`src/hdl/mbc1_bank_mapper_unit_assert.svh`:
```
// Assertion macros for the MBC1 bank mapper.
`ifndef MBC1_BANK_MAPPER_UNIT_ASSERT_SVH
`define MBC1_BANK_MAPPER_UNIT_ASSERT_SVH
`ifndef SYNTHESIS
`define MBC1_ASSERT_IMP(name, clk, rst_n, pre, post) \
	name: assert property (@(posedge clk) disable iff (!rst_n) (pre) |-> (post)) \
		else $error("mbc1: assertion failed");
`define MBC1_ASSERT_NXT(name, clk, rst_n, pre, post) \
	name: assert property (@(posedge clk) disable iff (!rst_n) (pre) |=> (post)) \
		else $error("mbc1: assertion failed");
`define MBC1_ASSERT_NEVER(name, clk, rst_n, cond) \
	name: assert property (@(posedge clk) disable iff (!rst_n) !(cond)) \
		else $error("mbc1: assertion failed");
`else
`define MBC1_ASSERT_IMP(name, clk, rst_n, pre, post)
`define MBC1_ASSERT_NXT(name, clk, rst_n, pre, post)
`define MBC1_ASSERT_NEVER(name, clk, rst_n, cond)
`endif
`endif

```
`src/hdl/mbc1_pkg.sv`:
```
// Shared types, constants and functions of the MBC1 bank mapper.
package mbc1_pkg;

	localparam int RAM_BYTES_DEF = 32768;
	localparam int ROM_BANKS_DEF = 128;
	localparam int BANK_COUNT    = 128;
	localparam int QUEUE_DEPTH   = 2;

	localparam logic [1:0] RAM_SIZE_NONE = 2'd0;
	localparam logic [1:0] RAM_SIZE_2K   = 2'd1;
	localparam logic [1:0] RAM_SIZE_8K   = 2'd2;
	localparam logic [1:0] RAM_SIZE_32K  = 2'd3;

	localparam logic [15:0] RAM_BYTES_2K  = 16'h0800;
	localparam logic [15:0] RAM_BYTES_8K  = 16'h2000;
	localparam logic [15:0] RAM_BYTES_32K = 16'h8000;

	// control register select, address bits 14:13 within 0x0000-0x7FFF
	localparam logic [1:0] CTRL_RAM_EN   = 2'd0;
	localparam logic [1:0] CTRL_BANK_LO  = 2'd1;
	localparam logic [1:0] CTRL_BANK_HI  = 2'd2;
	localparam logic [1:0] CTRL_MODE     = 2'd3;

	localparam logic [15:0] CART_RAM_LO  = 16'hA000;
	localparam logic [15:0] CART_RAM_HI  = 16'hBFFF;
	localparam logic [3:0]  RAM_EN_KEY   = 4'hA;
	localparam logic [7:0]  OPEN_BUS     = 8'hFF;

	typedef struct packed {
		logic        ram_rd;
		logic        ram_wr;
		logic [14:0] ram_pos;
		logic [7:0]  wr_data;
		logic [7:0]  fixed_data;
		logic [20:0] rom_address;
		logic        rom_read;
		logic        ram_enabled;
	} entry_t;

	// bank number modulo ROM bank count, built by counting
	function automatic logic [BANK_COUNT-1:0][6:0] rom_mod_table(input int banks);
		logic [BANK_COUNT-1:0][6:0] t;
		logic [6:0]                 r;
		r = '0;
		for (int i = 0; i < BANK_COUNT; i++) begin
			t[i] = r;
			if (int'(r) + 1 == banks) begin
				r = '0;
			end else begin
				r = r + 7'd1;
			end
		end
		return t;
	endfunction

endpackage

```
`src/hdl/mbc1_queue.sv`:
```
// Two-entry queue between the front and back ends.
`include "mbc1_bank_mapper_unit_assert.svh"
module mbc1_queue (
	input  logic             clk,
	input  logic             arst_n,
	input  logic             push,
	input  mbc1_pkg::entry_t push_entry,
	input  logic             pop,
	output mbc1_pkg::entry_t head,
	output logic             full,
	output logic             empty
);

	localparam int PTR_W = $clog2(mbc1_pkg::QUEUE_DEPTH);
	localparam int CNT_W = $clog2(mbc1_pkg::QUEUE_DEPTH + 1);
	localparam logic [PTR_W-1:0] PTR_LAST = PTR_W'(mbc1_pkg::QUEUE_DEPTH - 1);
	localparam logic [CNT_W-1:0] CNT_MAX  = CNT_W'(mbc1_pkg::QUEUE_DEPTH);

	mbc1_pkg::entry_t   slot_q [mbc1_pkg::QUEUE_DEPTH];
	logic [PTR_W-1:0]   wr_ptr_q;
	logic [PTR_W-1:0]   rd_ptr_q;
	logic [CNT_W-1:0]   count_q;

	assign full  = (count_q == CNT_MAX);
	assign empty = (count_q == '0);
	assign head  = slot_q[rd_ptr_q];

	always_ff @(posedge clk) begin
		if (push) begin
			slot_q[wr_ptr_q] <= push_entry;
		end
	end

	always_ff @(posedge clk or negedge arst_n) begin
		if (!arst_n) begin
			wr_ptr_q <= '0;
			rd_ptr_q <= '0;
			count_q  <= '0;
		end else begin
			if (push) begin
				wr_ptr_q <= (wr_ptr_q == PTR_LAST) ? '0 : wr_ptr_q + 1'b1;
			end
			if (pop) begin
				rd_ptr_q <= (rd_ptr_q == PTR_LAST) ? '0 : rd_ptr_q + 1'b1;
			end
			if (push && !pop) begin
				count_q <= count_q + 1'b1;
			end else if (pop && !push) begin
				count_q <= count_q - 1'b1;
			end
		end
	end

	`MBC1_ASSERT_NEVER(a_q_overflow, clk, arst_n, push && full && !pop)
	`MBC1_ASSERT_NEVER(a_q_underflow, clk, arst_n, pop && empty)
	`MBC1_ASSERT_NXT(a_q_grow, clk, arst_n, push && !pop, count_q == $past(count_q) + 1'b1)

endmodule

```
`config.mk`:
```
export PLATFORM = sky130hd
export DESIGN_NAME = mbc1_queue
export DESIGN_NICKNAME = d
export VERILOG_FILES = /design/src/hdl/mbc1_pkg.sv /design/src/hdl/mbc1_queue.sv
export VERILOG_INCLUDE_DIRS = /design/src /design/src/hdl
export SDC_FILE = /design/constraint.sdc
export NUM_CORES = 1
export LEC_CHECK = 0
export BUFFER_PORTS_ARGS = -buffer_cell sky130_fd_sc_hd__buf_2
export CAP_MARGIN = 20
export CORE_ASPECT_RATIO = 1.2
export CORE_MARGIN = 5
export CORE_UTILIZATION = 45
export CTS_BUF_LIST = sky130_fd_sc_hd__clkbuf_8 sky130_fd_sc_hd__clkbuf_16
export DETAILED_ROUTE_END_ITERATION = 10
export GPL_ROUTABILITY_DRIVEN = 0
export GPL_TIMING_DRIVEN = 0
export PLACE_DENSITY = 0.78
export SYNTH_ARGS = -nofsm -noshare
export SYNTH_HDL_FRONTEND = slang
export SYNTH_SLANG_ARGS = --single-unit
```
`constraint.sdc`:
```
create_clock -name clk -period 4 [get_ports clk]
set_input_delay 0.8 -clock clk [delete_from_list [all_inputs] [get_ports clk]]
set_output_delay 0.8 -clock clk [all_outputs]
set_load 0.02 [all_outputs]
```
; ---- After elaboration in Yosys (flattened, before gate mapping)
; Memories as Yosys holds them, arrays and structs flattened.
; Cells that the tools add are included.
[word_totals]
reg_bits = 4
input_bits = 60
n_memories = 1
out_inout_bits = 58
mem_bits_rw = 112
elab_cells = 21
[mem_list]
columns = memory, depth, width, rd, rd_ports_with_merged_regs, write_ports, line
row1 = slot_q, 2, 56, 1, 0, 1, mbc1_queue.sv:19  ; mbc1_pkg::entry_t slot_q [mbc1_pkg::QUEUE_DEPTH];
[op_classes]
n_addsub = 4
n_reduce_logical = 6
n_eq_ne = 1
muxes = 6
[op_table]
columns = op, count
row1 = two-way mux 1 bit, 4
row2 = two-way mux 2 bit, 2
row3 = adder 1 bit (second input constant), 2
row4 = adder 2 x 1 -> 2 bit (second input constant), 1
row5 = == test 2 bit (second input constant), 1
row6 = logical AND 1 bit, 2
row7 = zero test 1 bit, 2
row8 = zero test 2 bit, 1
row9 = nonzero test 2 bit, 1
row10 = subtractor 2 x 1 -> 2 bit (second input constant), 1

; ---- Longest topological paths before layout
[logic_depth]
ltp_word = 4
depth_mapped = 5

; ---- Worst setup path after synthesis
; Ideal clock, no wire load.
[synth_path]
path_type = in2reg
from = input push
to = memory slot_q[0][0] in the netlist's numbering, enable pin
slack_ps = 251
t_required_ps = 3523
path_stages = 1
t_arrival_ps = 3273
n_path_buf = 0
cell_sequence = nor2b_1
[synth_between]
elab_chain_len = 2
[synth_rtl]
columns = item, line
row1 = "start, declared", mbc1_queue.sv:6  ; input logic push,
row2 = two-way mux 1 bit, mbc1_queue.sv:29  ; if (push) begin
row3 = two-way mux 1 bit (implied by the code), mbc1_queue.sv:30  ; slot_q[wr_ptr_q] <= push_entry;
row4 = "end, declared", mbc1_queue.sv:19
; No other way between the ends.

==> impl_metrics.env <==
export IMPL_post_cts_resize_count=0
export IMPL_seqCellArea_um2=3460
export IMPL_grt_pass1_wl_mm=12.1
export IMPL_internal_power_mw=3.23
export IMPL_busiest_layer="met2"
export IMPL_ys_seq_area_share_pct=79.7
export IMPL_hold_buffers=0
export IMPL_worstPathRequired_ns=3.20
export IMPL_holdWs_ns=0.185
export IMPL_timing_fmax_mhz=413
export IMPL_dpl_worst_slack_ns=1.72
export IMPL_coreArea_um2=9470
export IMPL_die_w_um=99.7
export IMPL_grt_use_total_pct=13.7
export IMPL_fin_area_um2=5760
export IMPL_grt_use_met2_pct=23.5
export IMPL_switching_share_pct=29.1
export IMPL_dr_first_iter_drc_count=90
export IMPL_vias=2182
export IMPL_wl_mm=7.56
export IMPL_cts_buffer_depth=2
export IMPL_worst_slack_ns=1.58
export IMPL_ys_types=13
export IMPL_crit_chain="buf_6 -> buf_6 -> mux2_4 -> buf_2"
export IMPL_maxSlewHeadroom_pct=44.1
export IMPL_clk_latency_ns=0.41
export IMPL_syn_area_um2=4350
export IMPL_ys_ff_latch=116
export IMPL_final_core_util_pct=60.8
export IMPL_rsz0062_at_grt="no"
export IMPL_p_leak_nw=2.32
export IMPL_cts_tree="yes"
export IMPL_hold_violations=0
export IMPL_clock_power_share_pct=32.4
export IMPL_grt_ovfl_total=0
export IMPL_clock_tree_root_cell="clkbuf_16"
export IMPL_fin_skew_ns=0.0156
export IMPL_fin_crit_ns=2.42
export IMPL_worstMarginPinSlew_ns=0.838
export IMPL_p_comb_share_pct=30.6
export IMPL_layout_commonest_cell="buf_2"
export IMPL_avgViaCountPerCell=4.69
export IMPL_numCtsBuffers=17
export IMPL_finalSetupTns_ns=0
export IMPL_portBuffers=117
export IMPL_crit_path_frequent_cell="buf_6"
export IMPL_clkTransAtPathRegs_ns=0.05
export IMPL_use_met3_pct=5.16
export IMPL_syn_nets=251
export IMPL_start_util_pct=45.9
export IMPL_place_area_um2=5160
export IMPL_power_frac_seq_pct=37.0
export IMPL_drc=0
export IMPL_hold_class="in -> async"
export IMPL_period_share_pct=60.6
export IMPL_grt_pass1_vias=2481
export IMPL_synthTopCellsByArea="edfxtp_1, mux2_4, mux2_2"
export IMPL_multi_input_area_um2=835
export IMPL_die_h_um=118
export IMPL_cap_violations=0
export IMPL_power_density_nw_per_um2=792
export IMPL_wl_per_cell_um=16.2
export IMPL_power_switching_mw=1.32
export IMPL_dieArea_um2=11700
export IMPL_fp_row_count=39
export IMPL_nets=390
export IMPL_antenna_found_initial=0
export IMPL_yosysTopAreaCell="edfxtp_1"
export IMPL_setup_viol_count_final=0
export IMPL_dp_hpwl_mm=5.25
export IMPL_arrival_ns=1.62
export IMPL_diodes=0
export IMPL_synth_top_area_share_pct=77.4
export IMPL_nFillCells=746
export IMPL_startpoint_type="flop"
export IMPL_end_kind="output pin"
export IMPL_cts_sinks=116
export IMPL_synth_cells=190
export IMPL_layout_common_cells="buf_2, edfxtp_1, mux2_4"
export IMPL_htreeDepth=4
export IMPL_grt_use_met1_pct=14.5
export IMPL_pin_count=118
export IMPL_crit_type="reg -> out"
export IMPL_crit_path_max_fanout=10
export IMPL_area_delta_synth_final_pct=32.5
export IMPL_first_pass_iters=4
export IMPL_post_cts_buffers=0
export IMPL_finalMaxSlewViolations=0
export IMPL_syn_area_per_cell_um2=22.9
export IMPL_drive_gt1_share_pct=62.0
export IMPL_final_antenna_net_count=0
export IMPL_grt_max_degree=34
export IMPL_cpPeakStageDelay_ns=0.37
export IMPL_ir_worst_vdd_uv=486
export IMPL_slowest_stage="dfrtp_1"
export IMPL_yosysWarnings=0
export IMPL_status="completed"
## state kept, by name, indices dropped and copies added (netlist names)
name      flops
slot_q      112
rd_ptr_q      1
count_q       2
wr_ptr_q      1
## cell type report
| cell class | count | area share, % |
|---|---|---|
| plain buffers | 6 | 0.956 |
| inverters | 1 | 0.0652 |
| flip-flops and latches | 116 | 60.1 |
| clock buffers | 19 | 7.86 |
| clock inverters | 13 | 2.48 |
| multi-input cells | 67 | 14.5 |
| well taps | 123 | 2.67 |
| repair buffers | 120 | 11.3 |
## power by group through the flow
stage	Combinational [mW]	Sequential [mW]	Clock, mW
2_1_floorplan	0.996	1.70	0
3_3_place_gp	1.37	1.72	0
3_5_place_dp	1.43	1.71	0
4_1_cts	1.43	1.69	1.51
5_1_grt	1.48	1.71	1.58
6_report	1.40	1.68	1.48
## layer usage
metal	share of wire, %	vias up
met4	1.7	0
li1	-	1035
met1	37	1051
met5	0	-
met3	7.5	13
met2	54	83
## path summary, 6_finish.rpt
| path | endpoint | depth (start not counted) | startpoint | slack [ns] |
|---|---|---|---|---|
| max | head[12] | 4 | rd_ptr_q$_DFFE_PN0P_ | 1.58 |
| min | count_q[1]$_DFFE_PN0P_ | 1 | arst_n | 0.18 |
| max reg2reg | slot_q[1][14]$_DFFE_PP_ | 2 | wr_ptr_q$_DFFE_PN0P_ | 2.24 |
| min reg2reg | count_q[1]$_DFFE_PN0P_ | 1 | count_q[1]$_DFFE_PN0P_ | 0.49 |
| max in group asynchronous | wr_ptr_q$_DFFE_PN0P_ | 1 | arst_n | 3.70 |
| min in group clk | count_q[1]$_DFFE_PN0P_ | 1 | count_q[1]$_DFFE_PN0P_ | 0.49 |
## worst max-delay path: cells and delay by family (launching register included)
kind     cells  cell delay [ns]
mux          1             0.32
flops        1             0.37
buf+inv      3             0.52
## kinds of logic (layout without fill, tap and decap cells)
logic type | count (synthesis) | in the layout | share of synthesized area [%]
multiplexers | 56 | 56 | 17.1
XOR/XNOR | 5 | 5 | 1.01
adder cells (fa/ha/maj) | 1 | 1 | 0.288
flip-flops | 116 | 116 | 79.7
buffers and inverters | 7 | 159 | 1.35
AND/OR/NAND/NOR | 5 | 5 | 0.604
## through the flow
step / cells / power (mW)
2_1_floorplan: 190 / 2.70
3_3_place_gp: 430 / 3.09
3_5_place_dp: 433 / 3.14
4_1_cts: 465 / 4.64
5_1_grt: 465 / 4.77
6_report: 465 / 4.56
## synth_stat cells
| library cell | number |
|---|---|
| edfxtp_1 | 112 |
| mux2_4 | 30 |
| mux2_2 | 26 |
| buf_6 | 4 |
| dfrtp_1 | 4 |
| xor2_1 | 4 |
| buf_2 | 2 |
| nor2_1 | 2 |
| nor2b_1 | 2 |
| and2_1 | 1 |
| ha_1 | 1 |
| inv_1 | 1 |
| xnor2_1 | 1 |
No activity file was read; power rests on OpenSTA's default activity.
