### src/hdl/mbc1_bank_mapper_unit_assert.svh
// Assertion macros for the MBC1 bank mapper.
`ifndef MBC1_BANK_MAPPER_UNIT_ASSERT_SVH
`define MBC1_BANK_MAPPER_UNIT_ASSERT_SVH
`ifndef SYNTHESIS
`define MBC1_ASSERT_IMP(name, clk, rst_n, pre, post) \
	name: assert property (@(posedge clk) disable iff (!rst_n) (pre) |-> (post)) \
		else $error("mbc1: assertion failed");
`define MBC1_ASSERT_NXT(name, clk, rst_n, pre, post) \
	name: assert property (@(posedge clk) disable iff (!rst_n) (pre) |=> (post)) \
		else $error("mbc1: assertion failed");
`define MBC1_ASSERT_NEVER(name, clk, rst_n, cond) \
	name: assert property (@(posedge clk) disable iff (!rst_n) !(cond)) \
		else $error("mbc1: assertion failed");
`else
`define MBC1_ASSERT_IMP(name, clk, rst_n, pre, post)
`define MBC1_ASSERT_NXT(name, clk, rst_n, pre, post)
`define MBC1_ASSERT_NEVER(name, clk, rst_n, cond)
`endif
`endif

### src/hdl/mbc1_pkg.sv
// Shared types, constants and functions of the MBC1 bank mapper.
package mbc1_pkg;

	localparam int RAM_BYTES_DEF = 32768;
	localparam int ROM_BANKS_DEF = 128;
	localparam int BANK_COUNT    = 128;
	localparam int QUEUE_DEPTH   = 2;

	localparam logic [1:0] RAM_SIZE_NONE = 2'd0;
	localparam logic [1:0] RAM_SIZE_2K   = 2'd1;
	localparam logic [1:0] RAM_SIZE_8K   = 2'd2;
	localparam logic [1:0] RAM_SIZE_32K  = 2'd3;

	localparam logic [15:0] RAM_BYTES_2K  = 16'h0800;
	localparam logic [15:0] RAM_BYTES_8K  = 16'h2000;
	localparam logic [15:0] RAM_BYTES_32K = 16'h8000;

	// control register select, address bits 14:13 within 0x0000-0x7FFF
	localparam logic [1:0] CTRL_RAM_EN   = 2'd0;
	localparam logic [1:0] CTRL_BANK_LO  = 2'd1;
	localparam logic [1:0] CTRL_BANK_HI  = 2'd2;
	localparam logic [1:0] CTRL_MODE     = 2'd3;

	localparam logic [15:0] CART_RAM_LO  = 16'hA000;
	localparam logic [15:0] CART_RAM_HI  = 16'hBFFF;
	localparam logic [3:0]  RAM_EN_KEY   = 4'hA;
	localparam logic [7:0]  OPEN_BUS     = 8'hFF;

	typedef struct packed {
		logic        ram_rd;
		logic        ram_wr;
		logic [14:0] ram_pos;
		logic [7:0]  wr_data;
		logic [7:0]  fixed_data;
		logic [20:0] rom_address;
		logic        rom_read;
		logic        ram_enabled;
	} entry_t;

	// bank number modulo ROM bank count, built by counting
	function automatic logic [BANK_COUNT-1:0][6:0] rom_mod_table(input int banks);
		logic [BANK_COUNT-1:0][6:0] t;
		logic [6:0]                 r;
		r = '0;
		for (int i = 0; i < BANK_COUNT; i++) begin
			t[i] = r;
			if (int'(r) + 1 == banks) begin
				r = '0;
			end else begin
				r = r + 7'd1;
			end
		end
		return t;
	endfunction

endpackage

### src/hdl/mbc1_front.sv
// Front end: accepts accesses, updates bank state and classifies each access.
`include "mbc1_bank_mapper_unit_assert.svh"
module mbc1_front #(
	parameter int RAM_BYTES = mbc1_pkg::RAM_BYTES_DEF,
	parameter int ROM_BANKS = mbc1_pkg::ROM_BANKS_DEF
) (
	input  logic                clk,
	input  logic                arst_n,
	input  logic                cfg_write_enable,
	input  logic [1:0]          cfg_write_data,
	input  logic                in_valid,
	output logic                in_ready,
	input  logic                action,
	input  logic [15:0]         address,
	input  logic [7:0]          write_data,
	input  logic                q_full,
	output logic                push,
	output mbc1_pkg::entry_t    entry
);

	localparam logic [15:0] RAM_CAP = 16'(RAM_BYTES);
	localparam logic [mbc1_pkg::BANK_COUNT-1:0][6:0] ROM_MOD =
		mbc1_pkg::rom_mod_table(ROM_BANKS);

	logic [1:0]  ram_size_q;
	logic [6:0]  bank_q;
	logic [6:0]  rom_win_q;
	logic [1:0]  rbank_q;
	logic        ram_en_q;
	logic        mode_q;

	logic [6:0]  bank_d;
	logic [6:0]  bank_fix;
	logic [1:0]  rbank_d;
	logic        ram_en_d;
	logic        mode_d;
	logic        bank_upd;
	logic [4:0]  low_bits;
	logic [15:0] ram_lim;
	logic [14:0] ram_pos;
	logic        in_ram;
	logic        ram_ok;
	logic        ctrl_wr;

	assign in_ready = !q_full;
	assign push     = in_valid && !q_full;
	assign ctrl_wr  = push && action && !address[15];
	assign ram_pos  = {rbank_q, address[12:0]};
	assign low_bits = (write_data[4:0] == 5'd0) ? 5'd1 : write_data[4:0];

	always_comb begin
		case (ram_size_q)
			mbc1_pkg::RAM_SIZE_NONE: ram_lim = '0;
			mbc1_pkg::RAM_SIZE_2K:   ram_lim = mbc1_pkg::RAM_BYTES_2K;
			mbc1_pkg::RAM_SIZE_8K:   ram_lim = mbc1_pkg::RAM_BYTES_8K;
			mbc1_pkg::RAM_SIZE_32K:  ram_lim = mbc1_pkg::RAM_BYTES_32K;
			default:                 ram_lim = '0;
		endcase
		if (ram_lim > RAM_CAP) begin
			ram_lim = RAM_CAP;
		end
	end

	always_comb begin
		bank_d   = bank_q;
		rbank_d  = rbank_q;
		ram_en_d = ram_en_q;
		mode_d   = mode_q;
		bank_upd = 1'b0;
		if (ctrl_wr) begin
			case (address[14:13])
				mbc1_pkg::CTRL_RAM_EN: begin
					ram_en_d = (write_data[3:0] == mbc1_pkg::RAM_EN_KEY);
				end
				mbc1_pkg::CTRL_BANK_LO: begin
					bank_d   = {bank_q[6:5], low_bits};
					bank_upd = 1'b1;
				end
				mbc1_pkg::CTRL_BANK_HI: begin
					if (mode_q) begin
						rbank_d = write_data[1:0];
					end else begin
						bank_d   = {write_data[1:0], bank_q[4:0]};
						bank_upd = 1'b1;
					end
				end
				mbc1_pkg::CTRL_MODE: begin
					mode_d = write_data[0];
				end
				default: begin
					mode_d = mode_q;
				end
			endcase
		end
		bank_fix = (bank_d[4:0] == 5'd0) ? (bank_d | 7'd1) : bank_d;
	end

	always_comb begin
		in_ram = address inside {[mbc1_pkg::CART_RAM_LO:mbc1_pkg::CART_RAM_HI]};
		ram_ok = {1'b0, ram_pos} < ram_lim;

		entry.ram_rd      = !action && in_ram && ram_ok;
		entry.ram_wr      = action && in_ram && ram_ok;
		entry.ram_pos     = ram_pos;
		entry.wr_data     = write_data;
		entry.fixed_data  = action ? 8'h00 : mbc1_pkg::OPEN_BUS;
		entry.rom_read    = !action && !address[15];
		entry.ram_enabled = ram_en_d;
		if (!action && !address[15]) begin
			entry.rom_address = address[14] ? {rom_win_q, address[13:0]}
				: {7'd0, address[13:0]};
		end else begin
			entry.rom_address = '0;
		end
	end

	always_ff @(posedge clk or negedge arst_n) begin
		if (!arst_n) begin
			ram_size_q <= mbc1_pkg::RAM_SIZE_NONE;
			bank_q     <= '0;
			rom_win_q  <= 7'd1;
			rbank_q    <= '0;
			ram_en_q   <= 1'b0;
			mode_q     <= 1'b0;
		end else begin
			if (cfg_write_enable) begin
				ram_size_q <= cfg_write_data;
			end
			bank_q     <= bank_d;
			rbank_q    <= rbank_d;
			ram_en_q   <= ram_en_d;
			mode_q     <= mode_d;
			if (bank_upd) begin
				rom_win_q <= ROM_MOD[bank_fix];
			end
		end
	end

	`MBC1_ASSERT_NXT(a_mode_write, clk, arst_n, ctrl_wr && address[14:13] == mbc1_pkg::CTRL_MODE, mode_q == $past(write_data[0]))

endmodule

### config.mk
export PLATFORM = sky130hd
export DESIGN_NAME = mbc1_front
export DESIGN_NICKNAME = d
export VERILOG_FILES = /design/src/hdl/mbc1_pkg.sv /design/src/hdl/mbc1_front.sv
export VERILOG_INCLUDE_DIRS = /design/src /design/src/hdl
export SDC_FILE = /design/constraint.sdc
export NUM_CORES = 1
export LEC_CHECK = 0
export ABC_AREA = 1
export BUFFER_PORTS_ARGS = -buffer_cell sky130_fd_sc_hd__buf_2
export CORE_MARGIN = 1.5
export CORE_UTILIZATION = 40
export DETAILED_ROUTE_END_ITERATION = 12
export HOLD_SLACK_MARGIN = 0.03
export PLACE_DENSITY = 0.81
export SYNTH_ARGS = -nofsm -noshare
export SYNTH_HDL_FRONTEND = slang
export SYNTH_SLANG_ARGS = --single-unit
### constraint.sdc
create_clock -name clk -period 2.8 [get_ports clk]
set_clock_uncertainty 0.05 [all_clocks]
set_input_delay 0.42 -clock clk [delete_from_list [all_inputs] [get_ports clk]]
set_output_delay 0.42 -clock clk [all_outputs]
set_load 0.05 [all_outputs]
# After elaboration in Yosys (flattened, before gate mapping)
# Memory sizes are Yosys's and may differ from the RTL's. A register that Yosys moved wholly into a read port is not among the register bits.
# Cells that the tools add are included.
classes:
  n_lt_le_gt_ge: 4
  n_eq_ne: 7
  mux: 15
  reduce_logical: 19
op_table:
  columns: ["cell", "n"]
  rows:
  - ["$pmux W16 S4", 1]
  - ["$mux W21", 2]
  - ["$ge A16 B16 Y1 const B", 1]
  - ["$gt A16 B16 Y1 const B", 1]
  - ["$le A16 B16 Y1 const B", 1]
  - ["$lt A15 B16 Y1", 1]
  - ["$mux W16", 1]
  - ["$mux W7", 2]
  - ["$pmux W7 S2", 1]
  - ["$logic_not A5 Y1", 2]
  - ["$logic_and A1 B1 Y1", 9]
  - ["$eq A2 B2 Y1 const B", 4]
  - ["$mux W8", 1]
  - ["$mux W1", 5]
  - ["$mux W5", 1]
  - ["$eq A2 B1 Y1 const B", 2]
  - ["$eq A4 B4 Y1 const B", 1]
  - ["$logic_not A1 Y1", 4]
  - ["$logic_not A2 Y1", 2]
  - ["$reduce_and A3 Y1", 1]
  - ["$pmux W1 S2", 1]
  - ["$reduce_and A2 Y1", 1]
word_totals:
  reg_bits: 13
  mem_bits_ro: 896
  in_bits: 32
  word_cells: 51
  mem_count: 1
memory_table:
  columns: ["memory", "words", "width", "rd", "rd_ports_with_merged_regs", "write_ports", "line", "text"]
  rows:
  - ["(no name shown)", 128, 7, 1, 1, 0, "mbc1_front.sv:134", "rom_win_q <= ROM_MOD[bank_fix];"]

# Depth between registers and ports, before layout
logic_depth:
  depth_word: 7
  depth_mapped: 11
  ltp_nobuf: 10

# Worst setup path after synthesis
# Ideal clock, no wire load.
synth_path:
  kind: "input port to output port"
  from: "input action"
  to: "output entry[10] (netlist bit)"
  t_arrival_ns: 2.259
  t_required_ns: 2.330
  setup_slack_ns: 0.071
  stages: 4
  path_buffers: 1
  cell_sequence: "nor2_1 > inv_2 > buf_1 > nor2_1"
synth_rtl:
  columns: ["element", "line", "text"]
  rows:
  - ["start: declaration", "mbc1_front.sv:13", "input logic action,"]
  - ["end: declaration", "mbc1_front.sv:18", "output mbc1_pkg::entry_t entry"]

==> results.md <==
| Group | Parameter | This run |
|---|---|---|
| run status | Status | finished clean |
| pwr | Clock group share of total power | 0.243 |
| global route | First-pass GRT wire length | 5340 µm |
| floorplan | Number of rows created at floorplan | 21 |
| flow run | Max Cap Violations | 0 |
| floorplan | Total Die Area | 0.00404 mm² |
| clock tree | Clock slew seen by the registers of the worst setup and hold paths | 0.11 ns |
| floorplan | Vertical die dimension | 63.5 µm |
| setup path | Crit end category | output pin |
| synthesis | EDFF count, synth | 0 |
| synthesis | Post-synth top flop | sky130_fd_sc_hd__dfrtp_1 |
| sta | Slew at the pin closest to its max-slew limit | 0.449 ns |
| sta | Share of the cycle needed by the critical path after routing | 0.771 |
| sta | Max Freq | 0.463 GHz |
| synthesis | Async set or reset register ratio after synthesis | 1.00 |
| setup path | Largest fanout of any net on the critical path | 3 |
| synthesis | Number of register bits inferred by synthesis | 20 |
| finish | Fraction of final layout cells with drive strength greater than 1 | 0.405 |
| finish | Share of the core filled with cells in the final layout | 0.517 |
| setup path | Critical Path AT | 1.69 ns |
| finish | Number of inserted filler cells in the final layout | 343 |
| sta | Setup-violating endpoint count in the final report | 0 |
| pwr | Internal Dissipation | 0.588 mW |
| global route | Antenna violations before repair | 0 |
| pwr | Post-route total power | 0.966 mW |
| finish | Sequential cell area | 502 µm² |
| worst hold path | Worst hold path class | primary input to flop |
| clock tree | Clock sinks | 20 |
| sta | Final critical-path required period | 2.16 ns |
| clock tree | Number of gates resized after CTS | 0 |
| clock tree | Root buffer selected by CTS | sky130_fd_sc_hd__clkbuf_4 |
| clock tree | Clock Latency Late Sink | 0.29 ns |
| floorplan | Initial core utilization | 0.429 |
| sta | Final-report hold violation count | 0 |
| placement | Count of buffers inserted at the top-level ports | 83 |
| synthesis | Cell taking the most area after synthesis | sky130_fd_sc_hd__dfrtp_1 |
| synthesis | Syn_nets | 243 |
| routing | Via-per-instance ratio | 4.51 |
| sta | Worst slew slack as a fraction of its limit | 0.701 |
| placement | Half-perimeter wire length after placement | 2670 µm |
| synthesis | Library cells used by synthesis | 27 |
| pwr | Fraction of power consumed by combinational cells | 0.367 |
| synthesis | Synth top area cells | sky130_fd_sc_hd__dfrtp_1, sky130_fd_sc_hd__buf_4, sky130_fd_sc_hd__nand2_1 |
| pwr | Switching Fraction | 0.391 |
| synthesis | Total standard cell area after synthesis | 0.00147 mm² |
| setup path | Largest stage delay, worst path | 0.39 ns |
| clock tree | TritonCTS clock tree | built |
| finish | Multi-input gate area | 593 µm² |
| synthesis | Fraction of the yosys area taken by sequential cells | 0.342 |
| placement | Area after detailed placement | 0.00170 mm² |
| clock tree | Clock tree buffer depth | 2 |
| pwr | Sw power | 0.377 mW |
| clock tree | Total clock buffers created by CTS | 3 |
| finish | Nets | 300 |
| clock tree | H-tree lvl count | 1 |
| routing | DR vias | 1388 |
| clock tree | Number of buffers inserted to repair setup after CTS | 0 |
| pwr | Pwr/cell area | 547 mW/mm² |
| setup path | CP max stage cell | sky130_fd_sc_hd__dfrtp_1 |
| synthesis | Gate count after technology mapping | 206 |
| global route | Pin count of the biggest net entering global routing | 21 |
| pwr | Static leakage | 1.10 nW |
| floorplan | CORE AREA | 0.00342 mm² |
| synthesis | Most instantiated cells after synthesis | sky130_fd_sc_hd__nand2_1, sky130_fd_sc_hd__inv_1, sky130_fd_sc_hd__nor2_1 |
| sta | Unrepaired setup endpoints after global routing | false |
| routing | Remaining antenna violation count | 0 |
| global route | Sum of overflow across all layers after global routing | 0 |
| synthesis | Total number of yosys warnings | 0 |
| synthesis | Mean instance size in the synthesized netlist | 7.12 µm² |
| setup path | Critical Path, Cell by Cell | inv_1 > nand2_1 > ha_1 > o31ai_1 > a22oi_1 > nor2_1 > buf_2 |
| finish | # diodes | 0 |
| finish | Syn-to-layout area delta | 20.4% |
| global route | Overall fraction of global-route tracks in use | 0.167 |
| routing | Wire length per cell after detailed routing | 10.5 µm |
| setup path | Data required time at the worst endpoint | 2.33 ns |
| global route | Number of global-route vias before repair | 1243 |
| routing | TritonRoute pass-1 iters | 4 |
| synthesis | Area share of the largest cell type after synthesis | 0.324 |
| setup path | Crit path kind | flop to output pin |
| placement | Routability Congestion | 0.787 |
| routing | Total wire length | 3250 µm |
| setup path | Startpoint Class | flop |
| sta | Slew Limit Fails | 0 |
| routing | Remaining design rule violation count | 0 |
| pwr | Register share of total power | 0.390 |
| floorplan | Die X-Extent | 63.5 µm |
| finish | Finished layout cell area | 0.00177 mm² |
| synthesis | Top-count cell post-synth | sky130_fd_sc_hd__nand2_1 |
| pwr | Peak VDD IR | 0.195 mV |
| floorplan | Boundary Pins | 90 |
| routing | Detailed router's first-iteration violation count | 58 |
| sta | Setup TNS | 0 ns |
## registers in the layout (all words and copies together), names as in the netlist
name        cells
bank_q          7
rom_win_q       7
ram_size_q      2
rbank_q         2
mode_q          1
ram_en_q        1
## final timing paths
kind                                   start             to  slack (ns)  depth (start not counted)
max in group asynchronous             arst_n   rom_win_q[0]        1.83                          2
max                            ram_size_q[0]      entry[55]        0.64                          7
min reg2reg                         ram_en_q       ram_en_q        0.43                          2
min                        cfg_write_data[0]  ram_size_q[0]        0.29                          3
max reg2reg                           mode_q   rom_win_q[3]        1.41                          5
min in group asynchronous             arst_n      bank_q[0]        0.53                          2
## layer usage
metal	up-vias	wire (µm)	GRT usage
li1	709	-	-
met1	611	1460	0.210
met2	66	1500	0.287
met3	2	265	0.0232
met4	0	23	0.0652
met5	-	0	0
## worst max-delay path, delay by kind of cell, from the launching register on
kind	cells	cell delay (ns)
DFF	1	0.39
adders and majority gates	1	0.28
and+or+nand+nor	2	0.18
AOI/OAI and AO/OA	2	0.19
buffers and inverters	2	0.35
## power groups by stage
stage / Clock [mW] / Sequential [mW] / Combinational (mW)
final: 0.235 / 0.376 / 0.355
after global routing: 0.251 / 0.382 / 0.387
after CTS: 0.240 / 0.377 / 0.358
after detailed placement: 0 / 0.381 / 0.357
after global placement: 0 / 0.378 / 0.351
after floorplan: 0 / 0.381 / 0.295
## stage by stage
| stage | worst slack, ns | hold slack, ns | std cells |
|---|---|---|---|
| finish | 0.641 | 0.289 | 308 |
| global route | 0.505 | 0.310 | 308 |
| CTS | 0.624 | 0.285 | 308 |
| detailed placement | 0.790 | 0.346 | 303 |
| global placement | 0.830 | 0.338 | 303 |
| floorplan | 0.0705 | 0.0744 | 206 |
## kinds of logic after synthesis
family                     count (synthesis)  share of synthesized area
and+or+nand+nor                           95                      0.286
AOI/OAI and AO/OA                         16                     0.0614
muxes                                      2                     0.0145
adders and majority gates                  5                     0.0427
DFF                                       20                      0.342
buffers and inverters                     68                      0.253
## repair_timing
action                                 in CTS  in global routing
endpoints found under the hold margin      19                  0
setup endpoints to repair                   0                  0
hold buffers                                1                  0
## area by class of cell
type	count	share of cell area
clock buffer	3	0.0128
inverter	36	0.0765
tap	46	0.0326
multi-input combinational	118	0.336
clock inverter	1	0.0170
sequential	20	0.284
timing repair buffer	84	0.241
## cell usage in the layout, fill, tap and decap left out
master / Yosys / layout
sky130_fd_sc_hd__nor3_1: 2 / 2
sky130_fd_sc_hd__nand3_2: 2 / 2
sky130_fd_sc_hd__inv_1: 31 / 31
sky130_fd_sc_hd__nor2_2: 5 / 5
sky130_fd_sc_hd__o31ai_1: 1 / 1
sky130_fd_sc_hd__nand2_2: 3 / 3
sky130_fd_sc_hd__nand2_1: 43 / 43
sky130_fd_sc_hd__o22ai_1: 2 / 2
sky130_fd_sc_hd__a31oi_1: 2 / 2
sky130_fd_sc_hd__a21oi_1: 1 / 1
sky130_fd_sc_hd__buf_2: 0 / 83
sky130_fd_sc_hd__inv_2: 5 / 5
sky130_fd_sc_hd__bufinv_16: 0 / 1
sky130_fd_sc_hd__mux2i_1: 1 / 1
sky130_fd_sc_hd__mux2_2: 1 / 1
sky130_fd_sc_hd__nand3_1: 5 / 5
sky130_fd_sc_hd__ha_1: 5 / 5
sky130_fd_sc_hd__dfrtp_1: 19 / 19
sky130_fd_sc_hd__dfstp_2: 1 / 1
sky130_fd_sc_hd__clkbuf_4: 0 / 3
sky130_fd_sc_hd__nand3b_1: 1 / 1
sky130_fd_sc_hd__nor4_1: 1 / 1
sky130_fd_sc_hd__dlygate4sd3_1: 0 / 1
sky130_fd_sc_hd__o21ai_0: 9 / 9
sky130_fd_sc_hd__nor2_4: 2 / 2
sky130_fd_sc_hd__a22oi_1: 1 / 1
sky130_fd_sc_hd__nor2_1: 31 / 31
Power figures use the tool's default switching activity.
